`src/assert_macros.svh`:
```
// Assertion helpers, clocked on clk and held off while rst_n is low.
`ifndef ASSERT_MACROS_SVH
`define ASSERT_MACROS_SVH

// Check a property at every edge out of reset.
`define BMHQ_ASSERT(lbl, prop, msg) \
  lbl: assert property (@(posedge clk) disable iff (!rst_n) (prop)) else $error(msg);

// Check that a condition holds in the cycle after a trigger.
`define BMHQ_ASSERT_NEXT(lbl, trig, cond, msg) \
  lbl: assert property (@(posedge clk) disable iff (!rst_n) (trig) |=> (cond)) else $error(msg);

`endif

```
`src/bmhq_pkg.sv`:
```
package bmhq_pkg;

  localparam int CAPACITY     = 1023;
  localparam int KEY_BITS     = 16;
  localparam int PAYLOAD_BITS = 16;
  localparam int OP_BITS      = 2;
  localparam int STATUS_BITS  = 2;
  localparam int CNT_BITS     = $clog2(CAPACITY + 1);
  localparam int ADDR_BITS    = CNT_BITS;
  localparam int DEPTH        = CAPACITY + 1;
  localparam int ENTRY_BITS   = KEY_BITS + PAYLOAD_BITS;

  localparam logic [CNT_BITS-1:0]  CAP_CNT  = CNT_BITS'(CAPACITY);
  localparam logic [ADDR_BITS-1:0] ROOT_POS = ADDR_BITS'(1);

  typedef enum logic [OP_BITS-1:0] {
    OP_PUSH = 2'd0,
    OP_POP  = 2'd1,
    OP_PEEK = 2'd2
  } op_t;

  typedef enum logic [STATUS_BITS-1:0] {
    STAT_DONE  = 2'd0,
    STAT_FULL  = 2'd1,
    STAT_EMPTY = 2'd2
  } status_t;

  typedef enum logic [2:0] {
    S_IDLE,
    S_PU_CMP,
    S_PO_LAST,
    S_DN_CMP,
    S_FIN,
    S_RESP
  } state_t;

  typedef struct packed {
    logic [KEY_BITS-1:0]     key;
    logic [PAYLOAD_BITS-1:0] payload;
  } entry_t;

  typedef struct packed {
    logic [STATUS_BITS-1:0]  status;
    logic [KEY_BITS-1:0]     key;
    logic [PAYLOAD_BITS-1:0] payload;
    logic [CNT_BITS-1:0]     count;
  } res_t;

  typedef struct packed {
    logic                    we;
    logic [ADDR_BITS-1:0]    waddr;
    logic [ENTRY_BITS-1:0]   wdata;
    logic [ADDR_BITS-1:0]    raddr_a;
    logic [ADDR_BITS-1:0]    raddr_b;
  } ram_req_t;

endpackage

```
`src/bmhq_channels.sv`:
```
interface bmhq_in_if;
  logic                              valid;
  logic                              ready;
  logic [bmhq_pkg::OP_BITS-1:0]      operation;
  logic [bmhq_pkg::KEY_BITS-1:0]     key;
  logic [bmhq_pkg::PAYLOAD_BITS-1:0] payload;

  modport source (output valid, output operation, output key, output payload, input ready);
  modport sink   (input valid, input operation, input key, input payload, output ready);
endinterface


```
`src/bmhq_seq.sv`:
```
`include "assert_macros.svh"

module bmhq_seq (
  input  logic                                clk,
  input  logic                                rst_n,
  bmhq_in_if.sink                             in_if,
  input  logic                                slot_free,
  output logic                                emit,
  output bmhq_pkg::res_t                      res,
  output bmhq_pkg::ram_req_t                  ram_req,
  input  logic [bmhq_pkg::ENTRY_BITS-1:0]     rd_a,
  input  logic [bmhq_pkg::ENTRY_BITS-1:0]     rd_b
);

  bmhq_pkg::state_t                   state_r, state_nxt;
  logic [bmhq_pkg::CNT_BITS-1:0]      cnt_r, cnt_nxt;
  logic [bmhq_pkg::ADDR_BITS-1:0]     pos_r, pos_nxt;
  bmhq_pkg::entry_t                   ent_r, ent_nxt;
  bmhq_pkg::entry_t                   root_r;
  bmhq_pkg::entry_t                   rep_r, rep_nxt;
  bmhq_pkg::status_t                  status_r, status_nxt;
  logic                               use_root_r, use_root_nxt;

  logic                               we;
  logic                               re;
  logic [bmhq_pkg::ADDR_BITS-1:0]     waddr, ra_a, ra_b;
  bmhq_pkg::entry_t                   wdata;

  bmhq_pkg::entry_t                   d_a, d_b, in_ent, child;
  logic [bmhq_pkg::CNT_BITS-1:0]      cnt_inc;
  logic [bmhq_pkg::ADDR_BITS-1:0]     parent;
  logic [bmhq_pkg::ADDR_BITS:0]       lpos, chpos;
  logic [bmhq_pkg::ADDR_BITS+1:0]     gpos;
  logic                               pick_right;
  logic                               in_acc;
  logic                               push_go;
  logic                               pop_go;
  logic                               rw_hit;

  assign d_a     = rd_a;
  assign d_b     = rd_b;
  assign in_ent  = '{key: in_if.key, payload: in_if.payload};
  assign cnt_inc = cnt_r + 1'b1;
  assign parent  = pos_r >> 1;
  assign lpos    = {pos_r, 1'b0};
  assign pick_right = (lpos != {1'b0, cnt_r}) && (d_a.key > d_b.key);
  assign child   = pick_right ? d_b : d_a;
  assign chpos   = lpos + {{bmhq_pkg::ADDR_BITS{1'b0}}, pick_right};
  assign gpos    = {chpos, 1'b0};
  assign in_if.ready = (state_r == bmhq_pkg::S_IDLE);
  assign in_acc  = in_if.valid && in_if.ready;

  always_ff @(posedge clk) begin
    if (!rst_n) begin
      state_r <= bmhq_pkg::S_IDLE;
      cnt_r   <= '0;
    end else begin
      state_r <= state_nxt;
      cnt_r   <= cnt_nxt;
    end
  end

  always_ff @(posedge clk) begin
    pos_r      <= pos_nxt;
    ent_r      <= ent_nxt;
    rep_r      <= rep_nxt;
    status_r   <= status_nxt;
    use_root_r <= use_root_nxt;
    if (we && (waddr == bmhq_pkg::ROOT_POS)) begin
      root_r <= wdata;
    end
  end

  always_comb begin
    state_nxt    = state_r;
    cnt_nxt      = cnt_r;
    pos_nxt      = pos_r;
    ent_nxt      = ent_r;
    rep_nxt      = rep_r;
    status_nxt   = status_r;
    use_root_nxt = use_root_r;
    we           = 1'b0;
    waddr        = pos_r;
    wdata        = ent_r;
    re           = 1'b0;
    ra_a         = '0;
    ra_b         = '0;
    emit         = 1'b0;
    unique case (state_r)
      bmhq_pkg::S_IDLE: begin
        if (in_if.valid) begin
          ent_nxt = in_ent;
          unique case (in_if.operation)
            bmhq_pkg::OP_PUSH: begin
              use_root_nxt = 1'b1;
              state_nxt    = bmhq_pkg::S_RESP;
              if (cnt_r == bmhq_pkg::CAP_CNT) begin
                status_nxt = bmhq_pkg::STAT_FULL;
              end else begin
                status_nxt = bmhq_pkg::STAT_DONE;
                cnt_nxt    = cnt_inc;
                pos_nxt    = cnt_inc;
                if (cnt_r == '0) begin
                  we    = 1'b1;
                  waddr = bmhq_pkg::ROOT_POS;
                  wdata = in_ent;
                end else begin
                  re        = 1'b1;
                  ra_a      = cnt_inc >> 1;
                  state_nxt = bmhq_pkg::S_PU_CMP;
                end
              end
            end
            bmhq_pkg::OP_POP: begin
              use_root_nxt = 1'b0;
              state_nxt    = bmhq_pkg::S_RESP;
              if (cnt_r == '0) begin
                status_nxt = bmhq_pkg::STAT_EMPTY;
                rep_nxt    = '0;
              end else begin
                status_nxt = bmhq_pkg::STAT_DONE;
                rep_nxt    = root_r;
                cnt_nxt    = cnt_r - 1'b1;
                if (cnt_r != bmhq_pkg::ROOT_POS) begin
                  re        = 1'b1;
                  ra_a      = cnt_r;
                  state_nxt = bmhq_pkg::S_PO_LAST;
                end
              end
            end
            default: begin
              state_nxt = bmhq_pkg::S_RESP;
              if (cnt_r == '0) begin
                status_nxt   = bmhq_pkg::STAT_EMPTY;
                rep_nxt      = '0;
                use_root_nxt = 1'b0;
              end else begin
                status_nxt   = bmhq_pkg::STAT_DONE;
                use_root_nxt = 1'b1;
              end
            end
          endcase
        end
      end
      bmhq_pkg::S_PU_CMP: begin
        we = 1'b1;
        if (d_a.key > ent_r.key) begin
          wdata   = d_a;
          pos_nxt = parent;
          if (parent == bmhq_pkg::ROOT_POS) begin
            state_nxt = bmhq_pkg::S_FIN;
          end else begin
            re   = 1'b1;
            ra_a = parent >> 1;
          end
        end else begin
          state_nxt = bmhq_pkg::S_RESP;
        end
      end
      bmhq_pkg::S_PO_LAST: begin
        ent_nxt = d_a;
        pos_nxt = bmhq_pkg::ROOT_POS;
        if (cnt_r < bmhq_pkg::CNT_BITS'(2)) begin
          we        = 1'b1;
          waddr     = bmhq_pkg::ROOT_POS;
          wdata     = d_a;
          state_nxt = bmhq_pkg::S_RESP;
        end else begin
          re        = 1'b1;
          ra_a      = bmhq_pkg::ADDR_BITS'(2);
          ra_b      = bmhq_pkg::ADDR_BITS'(3);
          state_nxt = bmhq_pkg::S_DN_CMP;
        end
      end
      bmhq_pkg::S_DN_CMP: begin
        we = 1'b1;
        if (ent_r.key > child.key) begin
          wdata   = child;
          pos_nxt = chpos[bmhq_pkg::ADDR_BITS-1:0];
          if (gpos <= {2'b00, cnt_r}) begin
            re   = 1'b1;
            ra_a = gpos[bmhq_pkg::ADDR_BITS-1:0];
            ra_b = {gpos[bmhq_pkg::ADDR_BITS-1:1], 1'b1};
          end else begin
            state_nxt = bmhq_pkg::S_FIN;
          end
        end else begin
          state_nxt = bmhq_pkg::S_RESP;
        end
      end
      bmhq_pkg::S_FIN: begin
        we        = 1'b1;
        state_nxt = bmhq_pkg::S_RESP;
      end
      bmhq_pkg::S_RESP: begin
        if (slot_free) begin
          emit      = 1'b1;
          state_nxt = bmhq_pkg::S_IDLE;
        end
      end
      default: begin
        state_nxt = bmhq_pkg::S_IDLE;
      end
    endcase
  end

  assign ram_req = '{we: we, waddr: waddr, wdata: wdata, raddr_a: ra_a, raddr_b: ra_b};

  assign res.status  = status_r;
  assign res.key     = use_root_r ? root_r.key : rep_r.key;
  assign res.payload = use_root_r ? root_r.payload : rep_r.payload;
  assign res.count   = cnt_r;

  assign push_go = in_acc && (in_if.operation == bmhq_pkg::OP_PUSH)
                   && (cnt_r != bmhq_pkg::CAP_CNT);
  assign pop_go  = in_acc && (in_if.operation == bmhq_pkg::OP_POP) && (cnt_r != '0);
  assign rw_hit  = we && re && ((waddr == ra_a) || (waddr == ra_b));

  `BMHQ_ASSERT(a_cnt_cap, cnt_r <= bmhq_pkg::CAP_CNT, "entry count above capacity")
  `BMHQ_ASSERT(a_rw_clash, !rw_hit, "read/write clash")
  `BMHQ_ASSERT_NEXT(a_push_cnt, push_go, cnt_r == $past(cnt_r) + 1'b1, "push count step")
  `BMHQ_ASSERT_NEXT(a_pop_cnt, pop_go, cnt_r == $past(cnt_r) - 1'b1, "pop count step")

endmodule

```
`src/flat_wrapper.sv`:
```
// flat-port wrapper written by rule: the top's interface ports become plain ports
module bmhq_seq_flat 
  (clk, rst_n, slot_free, emit, res, ram_req, rd_a, rd_b, in_if_valid, in_if_operation, in_if_key, in_if_payload, in_if_ready);
  bmhq_in_if in_if_i ();
  input  logic clk;
  input  logic rst_n;
  input  logic slot_free;
  output logic emit;
  output bmhq_pkg::res_t res;
  output bmhq_pkg::ram_req_t ram_req;
  input  logic [bmhq_pkg::ENTRY_BITS-1:0] rd_a;
  input  logic [bmhq_pkg::ENTRY_BITS-1:0] rd_b;
  input wire logic [$bits(in_if_i.valid)-1:0] in_if_valid;
  input wire logic [$bits(in_if_i.operation)-1:0] in_if_operation;
  input wire logic [$bits(in_if_i.key)-1:0] in_if_key;
  input wire logic [$bits(in_if_i.payload)-1:0] in_if_payload;
  output wire logic [$bits(in_if_i.ready)-1:0] in_if_ready;
  assign in_if_i.valid = in_if_valid;
  assign in_if_i.operation = in_if_operation;
  assign in_if_i.key = in_if_key;
  assign in_if_i.payload = in_if_payload;
  assign in_if_ready = in_if_i.ready;
  bmhq_seq u_core (.clk(clk), .rst_n(rst_n), .in_if(in_if_i), .slot_free(slot_free), .emit(emit), .res(res), .ram_req(ram_req), .rd_a(rd_a), .rd_b(rd_b));
endmodule
```
`config.mk`:
```
export PLATFORM = sky130hd
export DESIGN_NAME = bmhq_seq_flat
export DESIGN_NICKNAME = d
export VERILOG_FILES = /design/src/bmhq_pkg.sv /design/src/bmhq_channels.sv /design/src/bmhq_seq.sv /design/src/flat_wrapper.sv
export VERILOG_INCLUDE_DIRS = /design/src /design/src/src
export SDC_FILE = /design/constraint.sdc
export NUM_CORES = 1
export LEC_CHECK = 0
export BUFFER_PORTS_ARGS = -buffer_cell sky130_fd_sc_hd__clkbuf_2
export CORE_ASPECT_RATIO = 0.6
export CORE_MARGIN = 4
export CORE_UTILIZATION = 35
export DETAILED_ROUTE_END_ITERATION = 12
export MAX_ROUTING_LAYER = met4
export PLACE_DENSITY = 0.55
export SLEW_MARGIN = 20
export SYNTH_ARGS = -nofsm -noshare
export SYNTH_HDL_FRONTEND = slang
export SYNTH_SLANG_ARGS = --single-unit
```
`constraint.sdc`:
```
create_clock -name clk -period 5.3 [get_ports clk]
set_input_delay 0.795 -clock clk [delete_from_list [all_inputs] [get_ports clk]]
set_output_delay 0.795 -clock clk [all_outputs]
set_load 0.02 [all_outputs]
```
==> impl_metrics.csv, run 1 <==
group,metric,value,unit
finish,drive_gt1_share,44.2,%
power_and_ir_drop,leakage,5.65,nW
sta,fin_ws,-0.630,ns
drt,drcViolationCount,0,
clock_network,clkTransAtPathRegs,0.06,ns
drt,wl_met1,17.1,mm
min_path,hp-class,"reg2reg",
global_routing,grt_usage,25.1,%
power_and_ir_drop,power.switching,2.11,mW
synthesis,synth_flop_cell,"edfxtp_1",
synthesis,yosys_warnings,0,
drt,vias,8592,
worst_setup_path,cp-end-kind,"primary output",
drt,routed_via_density,5.50,
floorplanning,chipWidth,211,um
power_and_ir_drop,pwr-share-seq,25.7,%
global_routing,grt_pass1_vias,8574,
floorplanning,initial_core_util,35.6,%
clock_network,cts_buffer_depth,2,
drt,route.met3.wl,2.91,mm
place,io_buffers,210,
sta,max_freq,0.169,GHz
sta,worstMarginPinSlew,1.03,ns
clock_network,cts_buffers,17,
global_routing,antenna_found_initial,2,
synthesis,yosysTopAreaCell,"edfxtp_1",
synthesis,synth_nets,1071,
worst_setup_path,required,4.51,ns
floorplanning,die_h,130,um
power_and_ir_drop,p_per_area,418,mW/mm^2
synthesis,synth_cell_types,68,
clock_network,tritoncts,"done",
synthesis,synth_most_common_cell,"nand2_1",
global_routing,grt_pass1_wl,51.2,mm
worst_setup_path,crit_path_max_fanout,7,
floorplanning,rows,44,
place,routabilityCongestion,0.987,
synthesis,ys_top_cells_by_count,"140 x nand2_1, 109 x edfxtp_1, 60 x ha_1, 58 x inv_1, 47 x a21oi_1",
synthesis,netlist_area,0.00865,mm^2
min_path,min-delay-start,"u_core.root_r[5]",
worst_setup_path,crit_chain,"clkbuf_2 > ha_4 > nand4_1 > nor3_2 > a21boi_4 > nor4b_4 > nand2b_4 > buf_12 > nor2_2 > a21oi_2 > ha_1 > nand2_1 > o21ai_1 > or4_4 > o31a_4 > a311o_2 > buf_12 > buf_4 > a221o_1 > buf_6",
global_routing,grt_max_degree,47,
sta,hold_viol_final,0,
clock_network,clk_latency,0.43,ns
finish,nets,1388,
sta,slew_violations,0,
drt,drt_wl_total,34.0,mm
sta,period_needed,5.93,ns
power_and_ir_drop,ir_drop,0.000217,V
power_and_ir_drop,swShare,39.5,%
synthesis,synth-seq-cells,122,
worst_setup_path,worstSetupPathType,"in2out",
floorplanning,ioPinCount,211,
drt,top_layer_used,"met4",
drt,firstDrtPassIters,5,
drt,ant_nets,0,
floorplanning,design.core.area,0.0243,mm^2
clock_network,root_buffer,"clkbuf_16",
sta,finClkSkew,0.0101,ns
synthesis,async_flop_share,0,%
drt,wl_per_cell,21.8,um
synthesis,syn_area_per_cell,9.52,um^2
worst_setup_path,worstSetupStartpoint,"rd_a[28]",
global_routing,grt_overflow_total,0,
sta,setup_viol,51,
worst_setup_path,worst_setup_path_start_kind,"input pin",
run_status,status,"complete, but fails checks",
run_status,failed_checks,"setup timing",
synthesis,yosysSeqAreaShare,40.8,%
finish,final_area,0.0128,mm^2
sta,finalCritPeriodShare,112,%
sta,grt_setup_unrepaired,"yes",
worst_setup_path,cp_common_cell,"buf_12",
drt,drtIter0Drc,847,
synthesis,synth.area.top_cells,"edfxtp_1 38%, ha_1 8.7%, nand2_1 6.1%",
synthesis,syn_inst,909,
floorplanning,dieArea,0.0274,mm^2
drt,wl_met2,13.7,mm
power_and_ir_drop,pwr-share-clk,23.6,%
synthesis,synth_top_cell_area_share,37.8,%
sta,hold_slack,0.571,ns
sta,slew_headroom,31.1,%
worst_setup_path,slowest_delay,0.55,ns
place,place_hpwl,24.4,mm
power_and_ir_drop,p_comb_share,50.7,%
worst_setup_path,arrival,5.13,ns
clock_network,htreeDepth,4,
worst_setup_path,r2r-start,"u_core.pos_r[5]",
place,post_dp_cell_area,0.0110,mm^2
synthesis,synth_edf_count,109,
finish,area_growth,47.9,%
clock_network,clock_sinks,122,
run,max_cap_violations,0,
worst_setup_path,slowest_stage,"or4_4",
power_and_ir_drop,p_int,3.24,mW
cells in the final DEF, fill, tap and decap left out, types with 14 or more instances in the layout:
cell	netlist	final
ha_4	0	14
nor2_1	40	31
edfxtp_1	109	109
nand2_1	140	133
a22o_1	23	23
buf_6	3	29
ha_1	60	46
inv_1	58	46
and3_1	36	36
a221o_1	29	29
a21oi_1	47	35
clkbuf_16	0	17
buf_4	3	130
and2_1	26	18
xnor2_1	15	15
o21ai_0	16	15
mux2_2	33	33
clkbuf_2	0	151
sequential cells by signal, summed over array words and instances, names as in the netlist:
| signal | count |
|---|---|
| u_core.root_r | 32 |
| u_core.state_r | 3 |
| u_core.rep_r | 32 |
| u_core.pos_r | 10 |
| u_core.use_root_r | 1 |
| u_core.ent_r | 32 |
| u_core.status_r | 2 |
| u_core.cnt_r | 10 |
worst paths after layout:
kind                                          end  slack, ns  cells after the start
worst min register to register    u_core.rep_r[5]       0.57                      1
worst max register to register  u_core.root_r[29]       0.38                     19
worst min-delay path              u_core.rep_r[5]       0.57                      1
worst max-delay path                  ram_req[42]      -0.63                     20
through the flow:
step           setup slack, ns  util (%)  TNS, ns  cells  total power [mW]
2_1_floorplan           -0.130         -    -3.05    909              2.74
3_3_place_gp            -0.758      45.3   -34.36   1493              3.60
3_5_place_dp            -0.872      45.3   -44.18   1493              3.61
4_1_cts                 -0.574      50.9   -24.78   1549              5.19
5_1_grt                 -0.749      52.7   -33.29   1563              5.61
6_report                -0.630      52.7   -25.75   1563              5.36
cell families (layout without fill, tap and decap cells):
family                   after synthesis  count (layout)  share of synthesized area [%]
multiplexers                          41              41                           5.22
other                                  0               2                              0
buffers and inverters                118             447                           5.67
XOR/XNOR                              21              21                           2.13
AND/OR/NAND/NOR                      332             333                           18.9
AO/OA/AOI/OAI                        215             215                           18.5
adder cells (fa/ha/maj)               60              60                           8.67
flip-flops                           122             122                           40.8
critical path, delay by kind of cell:
kind                     cells  cell delay, ns
AND/OR/NAND/NOR              7            1.44
AO/OA/AOI/OAI                6            1.51
adder cells (fa/ha/maj)      2            0.61
buffers and inverters        5            0.77
power by group through the flow:
stage	Clock, mW	Combinational (mW)	Sequential, mW
5_1_grt	1.32	2.90	1.39
3_5_place_dp	0	2.22	1.39
4_1_cts	1.28	2.53	1.37
6_report	1.27	2.71	1.38
2_1_floorplan	0	1.37	1.37
3_3_place_gp	0	2.21	1.39
what timing repair did:
action / 4_1_cts / 5_1_grt
setup endpoints to repair: 51 / 51
cloned: 5 / 0
hold buffers: 0 / 0
hold endpoints to repair: 0 / 0
setup buffers: 19 / 13
pin swaps: 30 / 43
resized for setup: 107 / 113
final cells by class:
class	count	area, um^2
Timing Repair Buffer	357	2610
Clock buffer	17	425
Multi-Input combinational cell	670	5390
Fill cell	2217	11500
Sequential cell	122	3530
Inverter	58	238
Tap cell	322	403
Antenna cell	2	5.00
Clock inverter	15	198
per-layer routing:
layer  global-route usage [%]  vias up
met5                        -        -
met4                     4.50        0
met3                     6.15       23
met2                     33.6      355
met1                     38.2     4163
li1                         -     4051
Note: power is estimated with default switching activity, not from simulation.
==> run 2: changes to the inputs <==
--- a/config.mk
+++ b/config.mk
@@ -7,12 +7,14 @@
 export NUM_CORES = 1
 export LEC_CHECK = 0
 export BUFFER_PORTS_ARGS = -buffer_cell sky130_fd_sc_hd__clkbuf_2
+export CELL_PAD_IN_SITES_DETAIL_PLACEMENT = 1
+export CELL_PAD_IN_SITES_GLOBAL_PLACEMENT = 1
 export CORE_ASPECT_RATIO = 0.6
 export CORE_MARGIN = 4
 export CORE_UTILIZATION = 35
 export DETAILED_ROUTE_END_ITERATION = 12
 export MAX_ROUTING_LAYER = met4
-export PLACE_DENSITY = 0.55
+export PLACE_DENSITY = 0.71
 export SLEW_MARGIN = 20
 export SYNTH_ARGS = -nofsm -noshare
 export SYNTH_HDL_FRONTEND = slang
==> impl_metrics.csv, run 2 (synthesis results as in run 1) <==
group,metric,value,unit
finish,area_growth,50.2,%
clock_network,clock_sinks,122,
run_status,failed_checks,"setup timing",
sta,period_needed,6.15,ns
sta,fin_ws,-0.847,ns
worst_setup_path,ff2ff_setup_slack,-0.48,ns
finish,layout.cells.non_filler,1588,
floorplanning,dieArea,0.0274,mm^2
worst_setup_path,r2r_end,"u_core.root_r[29]",
clock_network,holdBufCountCts,0,
drt,firstDrtPassIters,5,
power_and_ir_drop,ir_drop,0.000185,V
sta,slew_violations,0,
worst_setup_path,r2r-start,"u_core.pos_r[2]",
clock_network,cts_buffers,17,
clock_network,root_buffer,"clkbuf_16",
clock_network,clk_latency,0.43,ns
floorplanning,chipWidth,211,um
worst_setup_path,cp-end-kind,"primary output",
floorplanning,ioPinCount,211,
worst_setup_path,worstSetupStartpoint,"rd_b[25]",
clock_network,htreeDepth,4,
finish,fin_util,53.6,%
worst_setup_path,crit_path_max_fanout,5,
drt,wl_per_cell,25.6,um
global_routing,antenna_found_initial,2,
finish,mostFrequentLayoutCell,"clkbuf_2",
worst_setup_path,arrival,5.35,ns
sta,hold_viol_final,0,
floorplanning,rows,44,
finish,nets,1408,
drt,drcViolationCount,0,
finish,drive_gt1_share,45.5,%
drt,vias,9274,
global_routing,grt_max_degree,47,
global_routing,grt_pass1_vias,9060,
run,max_cap_violations,0,
sta,grt_setup_unrepaired,"yes",
place,place_inst,1508,
power_and_ir_drop,pwr-share-seq,25.9,%
sta,slew_headroom,21.7,%
power_and_ir_drop,leakage,5.74,nW
global_routing,grt_pass1_wl,57.5,mm
power_and_ir_drop,p_int,3.13,mW
global_routing,grt_overflow_total,0,
finish,reg_top3,"u_core.ent_r (32), u_core.rep_r (32), u_core.root_r (32)",
sta,finalCritPeriodShare,116,%
power_and_ir_drop,power.switching,2.24,mW
clock_network,cts_buffer_depth,2,
drt,drtIter0Drc,841,
floorplanning,die_h,130,um
drt,routed_via_density,5.84,
power_and_ir_drop,power,5.37,mW
clock_network,clkTransAtPathRegs,0.06,ns
finish,multi_input_area,0.00542,mm^2
global_routing,grt_usage,28.6,%
place,dp_slack,-0.952,ns
sta,worstMarginPinSlew,1.17,ns
sta,setup_viol,52,
sta,max_freq,0.163,GHz
place,place_hpwl,29.0,mm
finish,nFillCells,2742,
worst_setup_path,crit_end,"ram_req[26]",
worst_setup_path,ff2ff_path_depth,28,
power_and_ir_drop,p_comb_share,52.5,%
min_path,hp-class,"reg2reg",
run_status,status,"complete, but fails checks",
floorplanning,initial_core_util,35.6,%
finish,final_cell_mix,"153 x clkbuf_2, 146 x buf_4, 136 x nand2_1",
clock_network,tritoncts,"done",
floorplanning,design.core.area,0.0243,mm^2
sta,hold_slack,0.578,ns
place,routabilityCongestion,0.948,
drt,ant_nets,0,
sta,finClkSkew,0.0135,ns
power_and_ir_drop,swShare,41.8,%
worst_setup_path,worst_setup_path_start_kind,"input pin",
power_and_ir_drop,pwr-share-clk,21.5,%
drt,drt_wl_total,40.6,mm
power_and_ir_drop,p_per_area,413,mW/mm^2
place,io_buffers,210,
finish,register_area,0.00353,mm^2
worst_setup_path,worstSetupPathType,"in2out",
worst_setup_path,required,4.51,ns
## run 2: cell count changes in the layout (fill, tap and decap cells not counted), sizes merged, moves of 2 or more
cell,previous run,this run
buf,183,218
clkinvlp,4,2
bufinv,4,1
clkinv,4,6
diode,2,7
clkbuf,191,178
inv,61,63
## run 2: cell type report
class	count	area share (%)
Multi-Input combinational cell	669	41.7
Antenna cell	7	0.135
Sequential cell	122	27.2
Clock buffer	18	3.30
Timing Repair Buffer	378	21.7
Inverter	58	1.83
Clock inverter	14	1.05
Tap cell	322	3.10
## run 2: critical path, stage by stage
cell and delay [ns]:
buf_8 0.08, inv_4 0.04, ha_4 0.25, nand4_1 0.20, nor3_2 0.32, a21boi_4 0.28
nor4b_4 0.07, nand2b_4 0.24, buf_6 0.17, a21oi_2 0.18, ha_4 0.24, a21oi_2 0.16
o21ai_2 0.06, or4_4 0.51, o31a_4 0.39, buf_4 0.15, buf_6 0.11, nand2_4 0.07
buf_6 0.12, nor2_4 0.06, o31ai_1 0.36, a32oi_2 0.27, clkbuf_2 0.22
## run 2: how the worst min path moves through the flow
| stage | start | endpoint | slack [ns] | depth (start not counted) |
|---|---|---|---|---|
| final | u_core.root_r[22] | u_core.rep_r[22] | 0.58 | 1 |
| after global routing | u_core.root_r[4] | u_core.rep_r[4] | 0.59 | 1 |
| after CTS | u_core.root_r[22] | u_core.rep_r[22] | 0.58 | 1 |
| after detailed placement | u_core.root_r[12] | u_core.rep_r[12] | 0.56 | 1 |
| after global placement | u_core.root_r[27] | u_core.rep_r[27] | 0.55 | 1 |
| after floorplan | u_core.root_r[0] | u_core.rep_r[0] | 0.54 | 1 |
## run 2: repair_timing
item / 4_1_cts / 5_1_grt
setup endpoints to repair: 51 / 54
resized for setup: 82 / 178
pin swaps: 33 / 61
endpoints found under the hold margin: 0 / 0
cloned: 2 / 1
buffers inserted: 19 / 22
## run 2: metal layers
layer	wire (um)	vias to the layer above	track usage (%)
met2	17400	477	39.1
li1	-	4094	-
met5	0	-	-
met3	3750	46	6.46
met4	535	0	7.31
met1	18900	4657	42.4
## run 2: power groups by stage
stage / Combinational (mW) / Sequential, mW / Clock (mW)
3_3_place_gp: 2.27 / 1.39 / 0
4_1_cts: 2.53 / 1.38 / 1.16
6_report: 2.82 / 1.39 / 1.15
5_1_grt: 2.99 / 1.41 / 1.21
3_5_place_dp: 2.32 / 1.40 / 0
2_1_floorplan: 1.37 / 1.37 / 0
## run 2: per-stage QoR
stage | setup TNS (ns) | cell area, um^2
global placement | -36.72 | 11100
global route | -43.69 | 13000
detailed placement | -49.64 | 11100
CTS | -29.93 | 12200
finish | -36.84 | 13000
floorplan | -3.05 | 8950
